[config.mk]
export PLATFORM = sky130hd
export DESIGN_NAME = lrn_cross_channel_forward_unit
export DESIGN_NICKNAME = d
export VERILOG_FILES = /design/src/rtl/lrncf_pkg.sv /design/src/rtl/lrncf_mul.sv /design/src/rtl/lrncf_rom.sv /design/src/rtl/lrn_cross_channel_forward_unit.sv
export SDC_FILE = /design/constraint.sdc
export NUM_CORES = 2
export LEC_CHECK = 0
export ABC_AREA = 1
export ABC_CLOCK_PERIOD_IN_PS = 13500
export BUFFER_PORTS_ARGS = -buffer_cell sky130_fd_sc_hd__buf_2
export CAP_MARGIN = 20
export CELL_PAD_IN_SITES_DETAIL_PLACEMENT = 1
export CELL_PAD_IN_SITES_GLOBAL_PLACEMENT = 2
export CORE_ASPECT_RATIO = 1.2
export CORE_UTILIZATION = 40
export DETAILED_ROUTE_END_ITERATION = 12
export GPL_TIMING_DRIVEN = 0
export HOLD_SLACK_MARGIN = 0.1
export PLACE_DENSITY = 0.8
export SETUP_SLACK_MARGIN = 0.15
export SLEW_MARGIN = 10
export SYNTH_ARGS = -nofsm -noshare
export SYNTH_HDL_FRONTEND = slang
export SYNTH_SLANG_ARGS = --single-unit
[constraint.sdc]
create_clock -name clk -period 13.5 [get_ports clk]
set_clock_uncertainty 0.1 [all_clocks]
set_input_delay 2.025 -clock clk [delete_from_list [all_inputs] [get_ports clk]]
set_output_delay 2.025 -clock clk [all_outputs]
set_load 0.01 [all_outputs]
[src/rtl/lrncf_pkg.sv]
// ----------------------------------------------------------------------------
// lrncf_pkg: shared constants and table builders for the LRN forward unit
// Holds fixed sizes, register codes, reset values, datapath widths and the
// elaboration-time functions that fill the log2 and exp2 lookup tables.
// ----------------------------------------------------------------------------
package lrncf_pkg;

	localparam int MAX_WINDOW     = 16;
	localparam int MAX_CHANNELS   = 4096;
	localparam int LOG_TABLE_SIZE = 64;
	localparam int VALUE_DEPTH    = 16;
	localparam int PRIOR_DEPTH    = 8;

	// table address widths: entry index and index plus one
	localparam int TAB_IW = $clog2(LOG_TABLE_SIZE);
	localparam int TAB_AW = $clog2(LOG_TABLE_SIZE + 1);
	localparam int LOG_W  = 17;
	localparam int EXP_W  = 18;

	// shared multiplier operand and product widths
	localparam int MUL_AW = 37;
	localparam int MUL_BW = 19;
	localparam int MUL_PW = 56;

	localparam logic [11:0] CHAN_MAX = (MAX_CHANNELS - 1 < 4095) ?
		12'(MAX_CHANNELS - 1) : 12'd4095;

	// configuration register indexes
	localparam logic [2:0] CFG_WINDOW = 3'd0;
	localparam logic [2:0] CFG_ALPHA  = 3'd1;
	localparam logic [2:0] CFG_BETA   = 3'd2;
	localparam logic [2:0] CFG_K      = 3'd3;
	localparam logic [2:0] CFG_SCALE  = 3'd4;
	localparam logic [2:0] CFG_BLEND  = 3'd5;

	localparam logic [4:0]  RST_WINDOW = 5'd5;
	localparam logic [31:0] RST_ALPHA  = 32'd85899;
	localparam logic [15:0] RST_BETA   = 16'd12288;
	localparam logic [31:0] RST_K      = 32'd131072;
	localparam logic [15:0] RST_SCALE  = 16'd256;
	localparam logic [15:0] RST_BLEND  = 16'd0;

	function automatic logic [63:0] isqrt64(input logic [63:0] v);
		logic [63:0] res;
		logic [63:0] bt;
		logic [63:0] vv;
		res = '0;
		bt  = 64'd1 << 62;
		vv  = v;
		for (int i = 0; i < 32; i++) begin
			if (bt > vv) bt = bt >> 2;
		end
		for (int i = 0; i < 32; i++) begin
			if (bt != 0) begin
				if (vv >= res + bt) begin
					vv  = vv - (res + bt);
					res = (res >> 1) + bt;
				end else begin
					res = res >> 1;
				end
				bt = bt >> 2;
			end
		end
		return res;
	endfunction

	// log2(1 + i/T) in Q16.16, by repeated squaring
	function automatic logic [31:0] log_entry(input int i);
		logic [63:0] x;
		logic [63:0] r;
		if (i >= LOG_TABLE_SIZE) return 32'h0001_0000;
		x = (64'd1 << 30) + ((64'(i) << 30) / LOG_TABLE_SIZE);
		r = '0;
		for (int b = 0; b < 17; b++) begin
			x = (x * x) >> 30;
			r = r << 1;
			if (x >= (64'd2 << 30)) begin
				x = x >> 1;
				r = r | 64'd1;
			end
		end
		return 32'((r + 64'd1) >> 1);
	endfunction

	// exp2(i/T) in Q16.16, as a product of square roots of two
	function automatic logic [31:0] exp_entry(input int i);
		logic [63:0] roots [0:19];
		logic [63:0] f;
		logic [63:0] p;
		if (i >= LOG_TABLE_SIZE) return 32'h0002_0000;
		roots[0] = isqrt64(64'd1 << 61);
		for (int k = 1; k < 20; k++) roots[k] = isqrt64(roots[k-1] << 30);
		f = (64'(i) << 20) / LOG_TABLE_SIZE;
		p = 64'd1 << 30;
		for (int k = 0; k < 20; k++) begin
			if (f[19-k]) p = (p * roots[k]) >> 30;
		end
		return 32'((p + 64'd8192) >> 14);
	endfunction

endpackage

[src/rtl/lrncf_mul.sv]
// ----------------------------------------------------------------------------
// lrncf_mul: shared signed multiplier
// One signed product per cycle, registered at the output.
// ----------------------------------------------------------------------------
module lrncf_mul (
	input  logic                                clk,
	input  logic signed [lrncf_pkg::MUL_AW-1:0] a,
	input  logic signed [lrncf_pkg::MUL_BW-1:0] b,
	output logic signed [lrncf_pkg::MUL_PW-1:0] prod
);
	import lrncf_pkg::*;

	always_ff @(posedge clk) begin
		prod <= MUL_PW'(a) * MUL_PW'(b);
	end

endmodule

[src/rtl/lrncf_rom.sv]
// ----------------------------------------------------------------------------
// lrncf_rom: log2 and exp2 interpolation tables
// Returns the table entries at an index and at the index plus one.
// ----------------------------------------------------------------------------
module lrncf_rom (
	input  logic [lrncf_pkg::TAB_IW-1:0] idx,
	output logic [lrncf_pkg::LOG_W-1:0]  log_lo,
	output logic [lrncf_pkg::LOG_W-1:0]  log_hi,
	output logic [lrncf_pkg::EXP_W-1:0]  exp_lo,
	output logic [lrncf_pkg::EXP_W-1:0]  exp_hi
);
	import lrncf_pkg::*;

	logic [LOG_W-1:0]  log_rom [0:LOG_TABLE_SIZE];
	logic [EXP_W-1:0]  exp_rom [0:LOG_TABLE_SIZE];
	logic [TAB_AW-1:0] addr_lo;
	logic [TAB_AW-1:0] addr_hi;

	for (genvar g = 0; g <= LOG_TABLE_SIZE; g++) begin : g_tab
		assign log_rom[g] = LOG_W'(log_entry(g));
		assign exp_rom[g] = EXP_W'(exp_entry(g));
	end

	assign addr_lo = TAB_AW'(idx);
	assign addr_hi = TAB_AW'(idx) + TAB_AW'(1);
	assign log_lo  = log_rom[addr_lo];
	assign log_hi  = log_rom[addr_hi];
	assign exp_lo  = exp_rom[addr_lo];
	assign exp_hi  = exp_rom[addr_hi];

endmodule

[src/rtl/lrn_cross_channel_forward_unit.sv]
// ----------------------------------------------------------------------------
// lrn_cross_channel_forward_unit: cross-channel LRN, forward direction
// Normalizes each channel by its neighbors' energy and blends a prior output.
// ----------------------------------------------------------------------------
// Usage:
//   s_* carries one channel word per handshake, channel 0 first, s_tlast on
//   the final channel of a spatial position. m_* returns one result word per
//   emitted channel, m_tlast on the final result of the position, m_tuser
//   set when the base or the output was clipped. cfg_* writes a register by
//   index; it is always ready and must only be used while the unit is idle.
//   Each result is computed from the N squares in its window (at most 16),
//   all by the single shared multiplier stepped by the sequencer below:
//   squares one per cycle, then base, log2, beta, exp2, two scalings and
//   the blend. A last word flushes every pending channel, up to eight
//   results one after another. s_tready is high only while the sequencer
//   waits for a word.
//   The result register parts the two sides: a new word is taken while a
//   result still waits, and a stalled m_tready holds the sequencer only when
//   it has the next result ready to load.
//   Reset clears the counters, the handshake state and the registers to
//   their defaults; the value windows need no clearing.
// ----------------------------------------------------------------------------
module lrn_cross_channel_forward_unit (
	input  logic        clk,
	input  logic        arst_n,
	// configuration write channel
	input  logic        cfg_valid,
	output logic        cfg_ready,
	input  logic [2:0]  cfg_index,
	input  logic [31:0] cfg_data,
	// input stream
	input  logic        s_tvalid,
	output logic        s_tready,
	input  logic [31:0] s_tdata,   // [15:0] x_value, [31:16] prior_value
	input  logic        s_tlast,   // last_channel
	// result stream
	output logic        m_tvalid,
	input  logic        m_tready,
	output logic [31:0] m_tdata,   // [15:0] y_value, [27:16] channel_index, zeros
	output logic        m_tuser,   // saturated
	output logic        m_tlast    // last_result
);
	import lrncf_pkg::*;

	localparam int LPW = 31 + TAB_IW;
	localparam int EPW = 16 + TAB_IW;

	localparam logic [4:0] ST_IDLE  = 5'd0;
	localparam logic [4:0] ST_START = 5'd1;
	localparam logic [4:0] ST_RANGE = 5'd2;
	localparam logic [4:0] ST_CNT   = 5'd3;
	localparam logic [4:0] ST_SQ    = 5'd4;
	localparam logic [4:0] ST_ALO   = 5'd5;
	localparam logic [4:0] ST_AHI   = 5'd6;
	localparam logic [4:0] ST_BASE  = 5'd7;
	localparam logic [4:0] ST_NORM  = 5'd8;
	localparam logic [4:0] ST_LIDX  = 5'd9;
	localparam logic [4:0] ST_LOGM  = 5'd10;
	localparam logic [4:0] ST_LOGA  = 5'd11;
	localparam logic [4:0] ST_BETA  = 5'd12;
	localparam logic [4:0] ST_EIDX  = 5'd13;
	localparam logic [4:0] ST_EXPM  = 5'd14;
	localparam logic [4:0] ST_EXPA  = 5'd15;
	localparam logic [4:0] ST_NEGM  = 5'd16;
	localparam logic [4:0] ST_SHF   = 5'd17;
	localparam logic [4:0] ST_FIN   = 5'd18;
	localparam logic [4:0] ST_OUT   = 5'd19;

	// configuration registers
	logic [4:0]         win_q;
	logic [31:0]        alpha_q;
	logic [15:0]        beta_q;
	logic [31:0]        k_q;
	logic signed [15:0] scale_q;
	logic signed [15:0] blend_q;

	// channel windows, ring-addressed by channel number
	logic signed [15:0] value_win_q [0:VALUE_DEPTH-1];
	logic signed [15:0] prior_win_q [0:PRIOR_DEPTH-1];

	// sequencer and position bookkeeping
	logic [4:0]  state_q;
	logic [2:0]  step_q;
	logic [31:0] cc_q;
	logic [3:0]  pend_q;
	logic        flush_q;

	// per-result working registers
	logic [31:0]        c_q;
	logic [31:0]        lo_q;
	logic [31:0]        hi_q;
	logic [3:0]         j_q;
	logic [4:0]         nsq_q;
	logic               sq_live_q;
	logic [35:0]        sum_q;
	logic [51:0]        tlo_q;
	logic               sat_q;
	logic [31:0]        nv_q;
	logic [4:0]         p_q;
	logic [TAB_IW-1:0]  idx_q;
	logic [30:0]        rem_q;
	logic signed [23:0] lg_q;
	logic signed [11:0] q_q;
	logic [17:0]        mag_q;
	logic               neg_q;
	logic signed [48:0] term_q;
	logic signed [15:0] y_q;

	// result register
	logic        m_valid_q;
	logic [15:0] y_out_q;
	logic [11:0] chan_out_q;
	logic        sat_out_q;
	logic        last_out_q;

	logic               in_acc;
	logic               out_load;
	logic [4:0]         win_n;
	logic [4:0]         half;
	logic [4:0]         dly;
	logic [3:0]         pend_inc;
	logic [3:0]         rd_idx;
	logic signed [15:0] rd_val;
	logic signed [15:0] prior_rd;

	logic signed [MUL_AW-1:0] mul_a;
	logic signed [MUL_BW-1:0] mul_b;
	logic signed [MUL_PW-1:0] prod_q;
	logic signed [MUL_PW-1:0] prod_neg;

	logic [LOG_W-1:0] log_lo;
	logic [LOG_W-1:0] log_hi;
	logic [EXP_W-1:0] exp_lo;
	logic [EXP_W-1:0] exp_hi;

	logic [31:0]        c_dly;
	logic [31:0]        cc_m1;
	logic [31:0]        span;
	logic [52:0]        t53;
	logic [37:0]        base38;
	logic [4:0]         sh;
	logic               top_zero;
	logic [LPW-1:0]     lprod;
	logic signed [23:0] lg_next;
	logic signed [MUL_PW-1:0] e_val;
	logic [EPW-1:0]     eprod;
	logic [17:0]        mag_next;
	logic [30:0]        ua;
	logic signed [12:0] s_amt;
	logic signed [12:0] l_amt;
	logic [86:0]        shl;
	logic [47:0]        term_mag;
	logic signed [48:0] t1;
	logic signed [49:0] tot;
	logic signed [41:0] y_full;
	logic signed [15:0] y_clip;
	logic               y_sat;

	assign cfg_ready = 1'b1;
	assign s_tready  = (state_q == ST_IDLE);
	assign in_acc    = s_tvalid & s_tready;
	assign out_load  = (state_q == ST_OUT) && (!m_valid_q || m_tready);

	assign m_tvalid = m_valid_q;
	assign m_tdata  = {4'b0, chan_out_q, y_out_q};
	assign m_tuser  = sat_out_q;
	assign m_tlast  = last_out_q;

	// window size clamped to 1..MAX_WINDOW, split around the center channel
	always_comb begin
		if (win_q == 5'd0) win_n = 5'd1;
		else if (win_q > 5'(MAX_WINDOW)) win_n = 5'(MAX_WINDOW);
		else win_n = win_q;
		half = win_n >> 1;
		dly  = win_n - half - 5'd1;
	end

	assign pend_inc = (pend_q == 4'(PRIOR_DEPTH)) ? pend_q : pend_q + 4'd1;

	// one read port on each window
	assign rd_idx   = (state_q == ST_SQ) ? j_q : c_q[3:0];
	assign rd_val   = value_win_q[rd_idx];
	assign prior_rd = prior_win_q[c_q[2:0]];

	lrncf_rom u_rom (
		.idx    (idx_q),
		.log_lo (log_lo),
		.log_hi (log_hi),
		.exp_lo (exp_lo),
		.exp_hi (exp_hi)
	);

	lrncf_mul u_mul (
		.clk  (clk),
		.a    (mul_a),
		.b    (mul_b),
		.prod (prod_q)
	);

	// operand select for the shared multiplier
	always_comb begin
		mul_a = '0;
		mul_b = '0;
		unique case (state_q)
			ST_SQ: begin
				mul_a = MUL_AW'(rd_val);
				mul_b = MUL_BW'(rd_val);
			end
			ST_ALO: begin
				mul_a = {1'b0, sum_q};
				mul_b = {3'b0, alpha_q[15:0]};
			end
			ST_AHI: begin
				mul_a = {1'b0, sum_q};
				mul_b = {3'b0, alpha_q[31:16]};
			end
			ST_LOGM: begin
				mul_a = {6'b0, rem_q};
				mul_b = {2'b0, log_hi - log_lo};
			end
			ST_BETA: begin
				mul_a = MUL_AW'(lg_q);
				mul_b = {3'b0, beta_q};
			end
			ST_EXPM: begin
				mul_a = {21'b0, rem_q[15:0]};
				mul_b = {1'b0, exp_hi - exp_lo};
			end
			ST_EXPA: begin
				mul_a = MUL_AW'(rd_val);
				mul_b = MUL_BW'(scale_q);
			end
			ST_NEGM: begin
				mul_a = {6'b0, ua};
				mul_b = {1'b0, mag_q};
			end
			ST_SHF: begin
				mul_a = MUL_AW'(prior_rd);
				mul_b = MUL_BW'(blend_q);
			end
			default: begin
				mul_a = '0;
				mul_b = '0;
			end
		endcase
	end

	// datapath steps, each consuming at most one registered product
	always_comb begin
		c_dly = c_q + 32'(dly);
		cc_m1 = cc_q - 32'd1;
		span  = hi_q - lo_q;

		t53    = {1'b0, prod_q[51:0]} + 53'(tlo_q[51:16]);
		base38 = 38'(k_q) + 38'(t53[52:16]);

		sh       = 5'd16 >> step_q;
		top_zero = (nv_q & ~(32'hFFFF_FFFF >> sh)) == 32'd0;
		lprod    = LPW'(nv_q[30:0]) * LPW'(LOG_TABLE_SIZE);

		lg_next = (($signed({19'b0, p_q}) - 24'sd16) <<< 16)
			+ $signed({7'b0, log_lo}) + $signed({7'b0, prod_q[47:31]});

		prod_neg = -prod_q;
		e_val    = prod_neg >>> 14;
		eprod    = EPW'(e_val[15:0]) * EPW'(LOG_TABLE_SIZE);
		mag_next = 18'(exp_lo) + prod_q[33:16];

		ua = prod_q[MUL_PW-1] ? prod_neg[30:0] : prod_q[30:0];

		// scale the product by 2^(q-16), capping the magnitude at 2^40
		s_amt    = 13'sd16 - 13'(q_q);
		l_amt    = -s_amt;
		shl      = 87'(prod_q[47:0]) << l_amt[5:0];
		term_mag = '0;
		if (s_amt >= 13'sd48) begin
			term_mag = '0;
		end else if (s_amt > 13'sd0) begin
			term_mag = prod_q[47:0] >> s_amt[5:0];
		end else if (prod_q[47:0] != 48'd0) begin
			if (l_amt >= 13'sd40 || shl > (87'd1 << 40)) term_mag = 48'd1 << 40;
			else term_mag = shl[47:0];
		end
		t1 = neg_q ? -$signed({1'b0, term_mag}) : $signed({1'b0, term_mag});

		// add the signed blend term and round half up to Q8.8
		tot    = 50'(term_q) + 50'($signed(prod_q[31:0]));
		y_full = 42'((tot + 50'sd128) >>> 8);
		y_sat  = 1'b0;
		if (y_full > 42'sd32767) begin
			y_clip = 16'sh7FFF;
			y_sat  = 1'b1;
		end else if (y_full < -42'sd32768) begin
			y_clip = -16'sh8000;
			y_sat  = 1'b1;
		end else begin
			y_clip = y_full[15:0];
		end
	end

	// sequencer, position counters, result handshake and registers
	always_ff @(posedge clk or negedge arst_n) begin
		if (!arst_n) begin
			state_q   <= ST_IDLE;
			step_q    <= '0;
			cc_q      <= '0;
			pend_q    <= '0;
			flush_q   <= 1'b0;
			m_valid_q <= 1'b0;
			win_q     <= RST_WINDOW;
			alpha_q   <= RST_ALPHA;
			beta_q    <= RST_BETA;
			k_q       <= RST_K;
			scale_q   <= RST_SCALE;
			blend_q   <= RST_BLEND;
		end else begin
			if (cfg_valid) begin
				unique case (cfg_index)
					CFG_WINDOW: win_q   <= cfg_data[4:0];
					CFG_ALPHA:  alpha_q <= cfg_data;
					CFG_BETA:   beta_q  <= cfg_data[15:0];
					CFG_K:      k_q     <= cfg_data;
					CFG_SCALE:  scale_q <= cfg_data[15:0];
					CFG_BLEND:  blend_q <= cfg_data[15:0];
					default: ;
				endcase
			end

			if (out_load) m_valid_q <= 1'b1;
			else if (m_tready) m_valid_q <= 1'b0;

			unique case (state_q)
				ST_IDLE: begin
					if (in_acc) begin
						cc_q    <= cc_q + 32'd1;
						pend_q  <= pend_inc;
						flush_q <= s_tlast;
						// emit once the newest channel completes a window
						if (s_tlast || 5'(pend_inc) > dly) state_q <= ST_START;
					end
				end
				ST_START: state_q <= ST_RANGE;
				ST_RANGE: state_q <= ST_CNT;
				ST_CNT:   state_q <= ST_SQ;
				ST_SQ: begin
					if (nsq_q == 5'd0 && !sq_live_q) state_q <= ST_ALO;
				end
				ST_ALO:  state_q <= ST_AHI;
				ST_AHI:  state_q <= ST_BASE;
				ST_BASE: begin
					step_q  <= '0;
					state_q <= ST_NORM;
				end
				ST_NORM: begin
					step_q <= step_q + 3'd1;
					if (step_q == 3'd4) state_q <= ST_LIDX;
				end
				ST_LIDX: state_q <= ST_LOGM;
				ST_LOGM: state_q <= ST_LOGA;
				ST_LOGA: state_q <= ST_BETA;
				ST_BETA: state_q <= ST_EIDX;
				ST_EIDX: state_q <= ST_EXPM;
				ST_EXPM: state_q <= ST_EXPA;
				ST_EXPA: state_q <= ST_NEGM;
				ST_NEGM: state_q <= ST_SHF;
				ST_SHF:  state_q <= ST_FIN;
				ST_FIN:  state_q <= ST_OUT;
				ST_OUT: begin
					if (out_load) begin
						pend_q <= pend_q - 4'd1;
						if (flush_q && pend_q != 4'd1) begin
							state_q <= ST_START;
						end else begin
							// a flushed position restarts at channel 0
							if (flush_q) cc_q <= '0;
							state_q <= ST_IDLE;
						end
					end
				end
				default: state_q <= ST_IDLE;
			endcase
		end
	end

	// payload: windows, result register and per-result working registers
	always_ff @(posedge clk) begin
		if (in_acc) begin
			value_win_q[cc_q[3:0]] <= s_tdata[15:0];
			prior_win_q[cc_q[2:0]] <= s_tdata[31:16];
		end

		if (out_load) begin
			y_out_q    <= y_q;
			chan_out_q <= (c_q < 32'(CHAN_MAX)) ? c_q[11:0] : CHAN_MAX;
			sat_out_q  <= sat_q;
			last_out_q <= flush_q && pend_q == 4'd1;
		end

		unique case (state_q)
			ST_START: begin
				c_q   <= cc_q - 32'(pend_q);
				sat_q <= 1'b0;
			end
			ST_RANGE: begin
				lo_q <= (c_q >= 32'(half)) ? c_q - 32'(half) : 32'd0;
				hi_q <= (c_dly < cc_m1) ? c_dly : cc_m1;
			end
			ST_CNT: begin
				j_q       <= lo_q[3:0];
				sum_q     <= '0;
				sq_live_q <= 1'b0;
				if (hi_q < lo_q) nsq_q <= 5'd0;
				else if (span >= 32'd15) nsq_q <= 5'd16;
				else nsq_q <= span[4:0] + 5'd1;
			end
			ST_SQ: begin
				if (sq_live_q) sum_q <= sum_q + prod_q[35:0];
				sq_live_q <= (nsq_q != 5'd0);
				if (nsq_q != 5'd0) begin
					j_q   <= j_q + 4'd1;
					nsq_q <= nsq_q - 5'd1;
				end
			end
			ST_AHI: tlo_q <= prod_q[51:0];
			ST_BASE: begin
				p_q <= 5'd31;
				if (base38 > 38'h00_FFFF_FFFF) begin
					nv_q  <= 32'hFFFF_FFFF;
					sat_q <= 1'b1;
				end else if (base38 == 38'd0) begin
					nv_q  <= 32'd1;
					sat_q <= 1'b1;
				end else begin
					nv_q <= base38[31:0];
				end
			end
			ST_NORM: begin
				// halve the search window each step until bit 31 is set
				if (top_zero) begin
					nv_q <= nv_q << sh;
					p_q  <= p_q - sh;
				end
			end
			ST_LIDX: begin
				idx_q <= lprod[LPW-1:31];
				rem_q <= lprod[30:0];
			end
			ST_LOGA: lg_q <= lg_next;
			ST_EIDX: begin
				q_q   <= e_val[27:16];
				idx_q <= eprod[EPW-1:16];
				rem_q <= 31'(eprod[15:0]);
			end
			ST_EXPA: mag_q <= mag_next;
			ST_NEGM: neg_q <= prod_q[MUL_PW-1];
			ST_SHF:  term_q <= t1;
			ST_FIN: begin
				y_q <= y_clip;
				if (y_sat) sat_q <= 1'b1;
			end
			default: ;
		endcase
	end

	// pending channels never exceed the prior window depth
	assert property (@(posedge clk) disable iff (!arst_n)
		pend_q <= 4'(PRIOR_DEPTH))
		else $error("pending channel count above prior window depth");

	// normalization leaves the leading one at bit 31
	assert property (@(posedge clk) disable iff (!arst_n)
		state_q == ST_LIDX |-> nv_q[31])
		else $error("base not normalized before log lookup");

	// sixteen squares of Q8.8 values stay below 2^35
	assert property (@(posedge clk) disable iff (!arst_n)
		state_q == ST_ALO |-> !sum_q[35])
		else $error("square sum out of range");

	// the final result of a position clears the position counters
	assert property (@(posedge clk) disable iff (!arst_n)
		out_load && flush_q && pend_q == 4'd1 |=> cc_q == 32'd0 && pend_q == 4'd0)
		else $error("position counters not cleared after last result");

endmodule

==> metrics.md <==
| Metric | Value |
|---|---|
| Post-Syn Instances | `12520` |
| Residual DRC count | `0` |
| Internal power | `12.18 mW` |
| Final min period | `13.15 ns` |
| Final Hold Viols | `0` |
| Sw frac | `0.5716` |
| RSZ-0062 raised after global routing | `yes` |
| Final Max Slew Viols | `0` |
| Synth top cells by count | `nand2_1, inv_1, nor2_1` |
| M1 wire length | `187300 um` |
| Top layer in use | `met5` |
| Clock-pin slew on the worst setup and hold paths | `0.07 ns` |
| Pwr Density | `265.6 nW/um2` |
| Synth area leader | `edfxtp_1` |
| Seq cells post-synth | `1000` |
| Seq/Total Area, Yosys | `0.2984` |
| Layout Nets | `14150` |
| DRT Pass-1 Iters | `6` |
| Non-filler cells in the finished layout | `16120` |
| Met2 routed WL | `212000 um` |
| Mapped Area | `96100 um2` |
| Num CTS Buffers | `110` |
| NetSw | `16.25 mW` |
| Ys flop type | `edfxtp_1` |
| Max FO, Critical Path | `10` |
| GRT Total Usage | `0.3743` |
| Fillers | `29270` |
| GP Congestion | `0.9809` |
| Async S/R FF share, synth | `0.1630` |
| DRT Wirelength | `460600 um` |
| Rows | `196` |
| Initial core utilization | `0.4036` |
| IO buf count | `104` |
| Worst Setup End Kind | `flop` |
| Outcome | `finished clean` |
| Vias in the first global route | `98210` |
| Synth-to-layout area growth | `11.39%` |
| Seq pwr share | `0.168` |
| Clk pwr share | `0.116` |
| Area contributors post-synth | `edfxtp_1, fa_1, nand2_1, inv_1, ha_1` |
| CTS Hold Bufs | `0` |
| Power Total | `28.43 mW` |
| Worst EP required | `14.08 ns` |
| Max Buffers Root-to-Sink | `3` |
| Crit path DAT | `13.73 ns` |
| Die Wd | `449.5 um` |
| Die ar. | `242200 um2` |
| Sink Count | `1000` |
| Mean Syn Cell Area | `7.678 um2` |
| Setup TNS | `0 ns` |
| Hpwl dp | `376500 um` |
| CP max stage delay | `0.63 ns` |
| Vias | `93080` |
| Ratio of final minimum period to clock period | `0.9737` |
| Most frequent cell after synthesis | `nand2_1` |
| Pin count of the biggest net entering global routing | `90` |
| Crit path kind | `flop to flop` |
| Die Ht | `538.9 um` |
| Remaining global-route overflow | `0` |
| CTS HTree Levels | `3` |
| Crit-path slowest cell | `clkbuf_1` |
| Most numerous cell on the critical path | `nand2_1` |
| CTS root buffer | `clkbuf_16` |
| Routed len/inst | `28.57 um` |
| Routed Antenna Nets | `0` |
| Placed Cells | `15870` |
| VDD IR max | `0.0002124 V` |
| Layout cell share with drive strength beyond 1 | `0.06555` |
| Worst slew margin relative to its limit | `0.1609` |
| Post-synth EDFFs | `781` |
| First-pass GRT wire length | `668100 um` |
| Pleak | `50.08 nW` |
| Synth top area share | `0.2440` |
| Synth cell types | `75` |
| Maxcap violations | `0` |
| Number of DRC markers in iteration 0 | `8355` |
| Final Setup Violations | `0` |
| Worst slew pin tran | `1.254 ns` |
| Core area | `238100 um2` |
| Via/cell ratio | `5.773` |
| TritonCTS clock tree | `done` |
| Num ports | `110` |
| Clk Latency, worst-skew pair | `0.81 ns` |
| Crit path launch type | `flop` |
| Hold Path Class | `flop to flop` |
| Synth warnings | `0` |
| Initial antenna violation count | `49` |
| Metal3 WL | `32300 um` |
| Combinational fraction of design power | `0.716` |
| Max Fclk | `76.07 MHz` |
[state kept, by name, indices dropped and copies added (netlist names), 36 cells and up, named ones only]
signal / cells
u_mul.prod: 53
value_win_q: 256
term_q: 49
prior_win_q: 128
tlo_q: 36
sum_q: 36
[routing by layer]
| metal | vias up | track usage |
|---|---|---|
| met5 | - | 0 |
| met4 | 20 | 0.2050 |
| met3 | 963 | 0.05859 |
| met2 | 3611 | 0.6077 |
| met1 | 47000 | 0.4761 |
| li1 | 41490 | - |
[power groups by stage]
stage / combinational, mW / clock [mW] / sequential, mW
final: 20.4 / 3.30 / 4.77
after global routing: 22.1 / 3.42 / 4.77
after CTS: 19.9 / 3.33 / 4.76
after detailed placement: 19.5 / 0 / 4.82
after global placement: 18.7 / 0 / 4.89
after floorplan: 11.9 / 0 / 4.40
[cell usage in the layout, fill, tap and decap left out, types with 31 or more instances in the layout]
cell,n
dfrtp_1,147
o221ai_1,38
buf_2,210
nor2_1,1009
xnor2_1,103
edfxtp_1,781
a31oi_1,86
clkbuf_1,298
nand2_1,3229
nor2_2,41
clkbuf_16,112
o21ai_0,889
o21a_1,34
xor2_1,261
a211oi_1,31
nor3_1,133
inv_1,1807
dfxtp_1,52
fa_1,687
nor4_1,41
clkbuf_2,33
nand3_1,800
a221oi_1,35
buf_4,71
o211ai_1,51
a21oi_1,582
o22ai_1,42
nand4_1,106
ha_1,539
[worst max-delay path: cells and delay by family (launching register included)]
family	cells	cell delay, ns
and+or+nand+nor	17	2.20
AOI/OAI and AO/OA	11	2.61
buffers and inverters	10	2.52
xor gates and xnor gates	1	0.35
DFF	1	0.50
adders and majority gates	9	4.65
[layout make-up]
type                    count  area, um2  area share
diodes                     19      47.55   0.0004442
repair buffers            212       1989     0.01858
well taps                3168       3964     0.03703
flip-flops and latches   1000      28680      0.2679
multi-input cells        9162      59140      0.5524
clock inverters            70      954.7    0.008918
inverters                1854       6992     0.06531
clock buffers             136       2942     0.02748
plain buffers             503       2344     0.02189
[stage by stage]
step | instance area (um2) | setup WS (ns) | hold WS (ns) | utilization
4_1_cts | 106700 | 0.1510 | 0.2767 | 0.4479
2_1_floorplan | 96110 | 1.916 | 0.3003 | -
5_1_grt | 107000 | 0.1217 | 0.2838 | 0.4494
3_5_place_dp | 102100 | -4.077 | 0.3080 | 0.4289
3_3_place_gp | 100600 | -5.395 | 0.3027 | 0.4225
6_report | 107000 | 0.3546 | 0.2870 | 0.4495
[repair_timing]
action | CTS | global route
buffers inserted | 23 | 6
gates resized for setup | 149 | 108
endpoints found under the setup margin | 41 | 23
pin swaps | 11 | 14
[path summary, 6_finish.rpt]
kind	startpoint	to	slack, ns	cells after the start
worst max-delay path	idx_q[4]$_DFFE_PP_	u_mul.prod[51]$_DFF_P_	0.35	48
worst min-delay path	y_q[4]$_SDFFCE_PP1P_	y_out_q[4]$_DFFE_PP_	0.29	0
worst max register to register	idx_q[4]$_DFFE_PP_	u_mul.prod[51]$_DFF_P_	0.35	48
worst min register to register	y_q[4]$_SDFFCE_PP1P_	y_out_q[4]$_DFFE_PP_	0.29	0
max in group asynchronous	arst_n	cc_q[31]$_DFFE_PN0P_	11.16	2
min in group asynchronous	arst_n	k_q[25]$_DFFE_PN0P_	1.08	1
[logic make-up (layout without fill, tap and decap cells)]
family | count (synthesis) | after routing | share of synthesized area
AOI/OAI and AO/OA | 2061 | 2061 | 0.1229
xor gates and xnor gates | 369 | 369 | 0.03363
adders and majority gates | 1231 | 1231 | 0.2140
buffers and inverters | 2357 | 2775 | 0.09526
DFF | 1000 | 1000 | 0.2984
muxes | 18 | 18 | 0.001875
other | 2 | 24 | 0.00007815
and+or+nand+nor | 5478 | 5478 | 0.2339
Note: power is estimated with default switching activity, not from simulation.
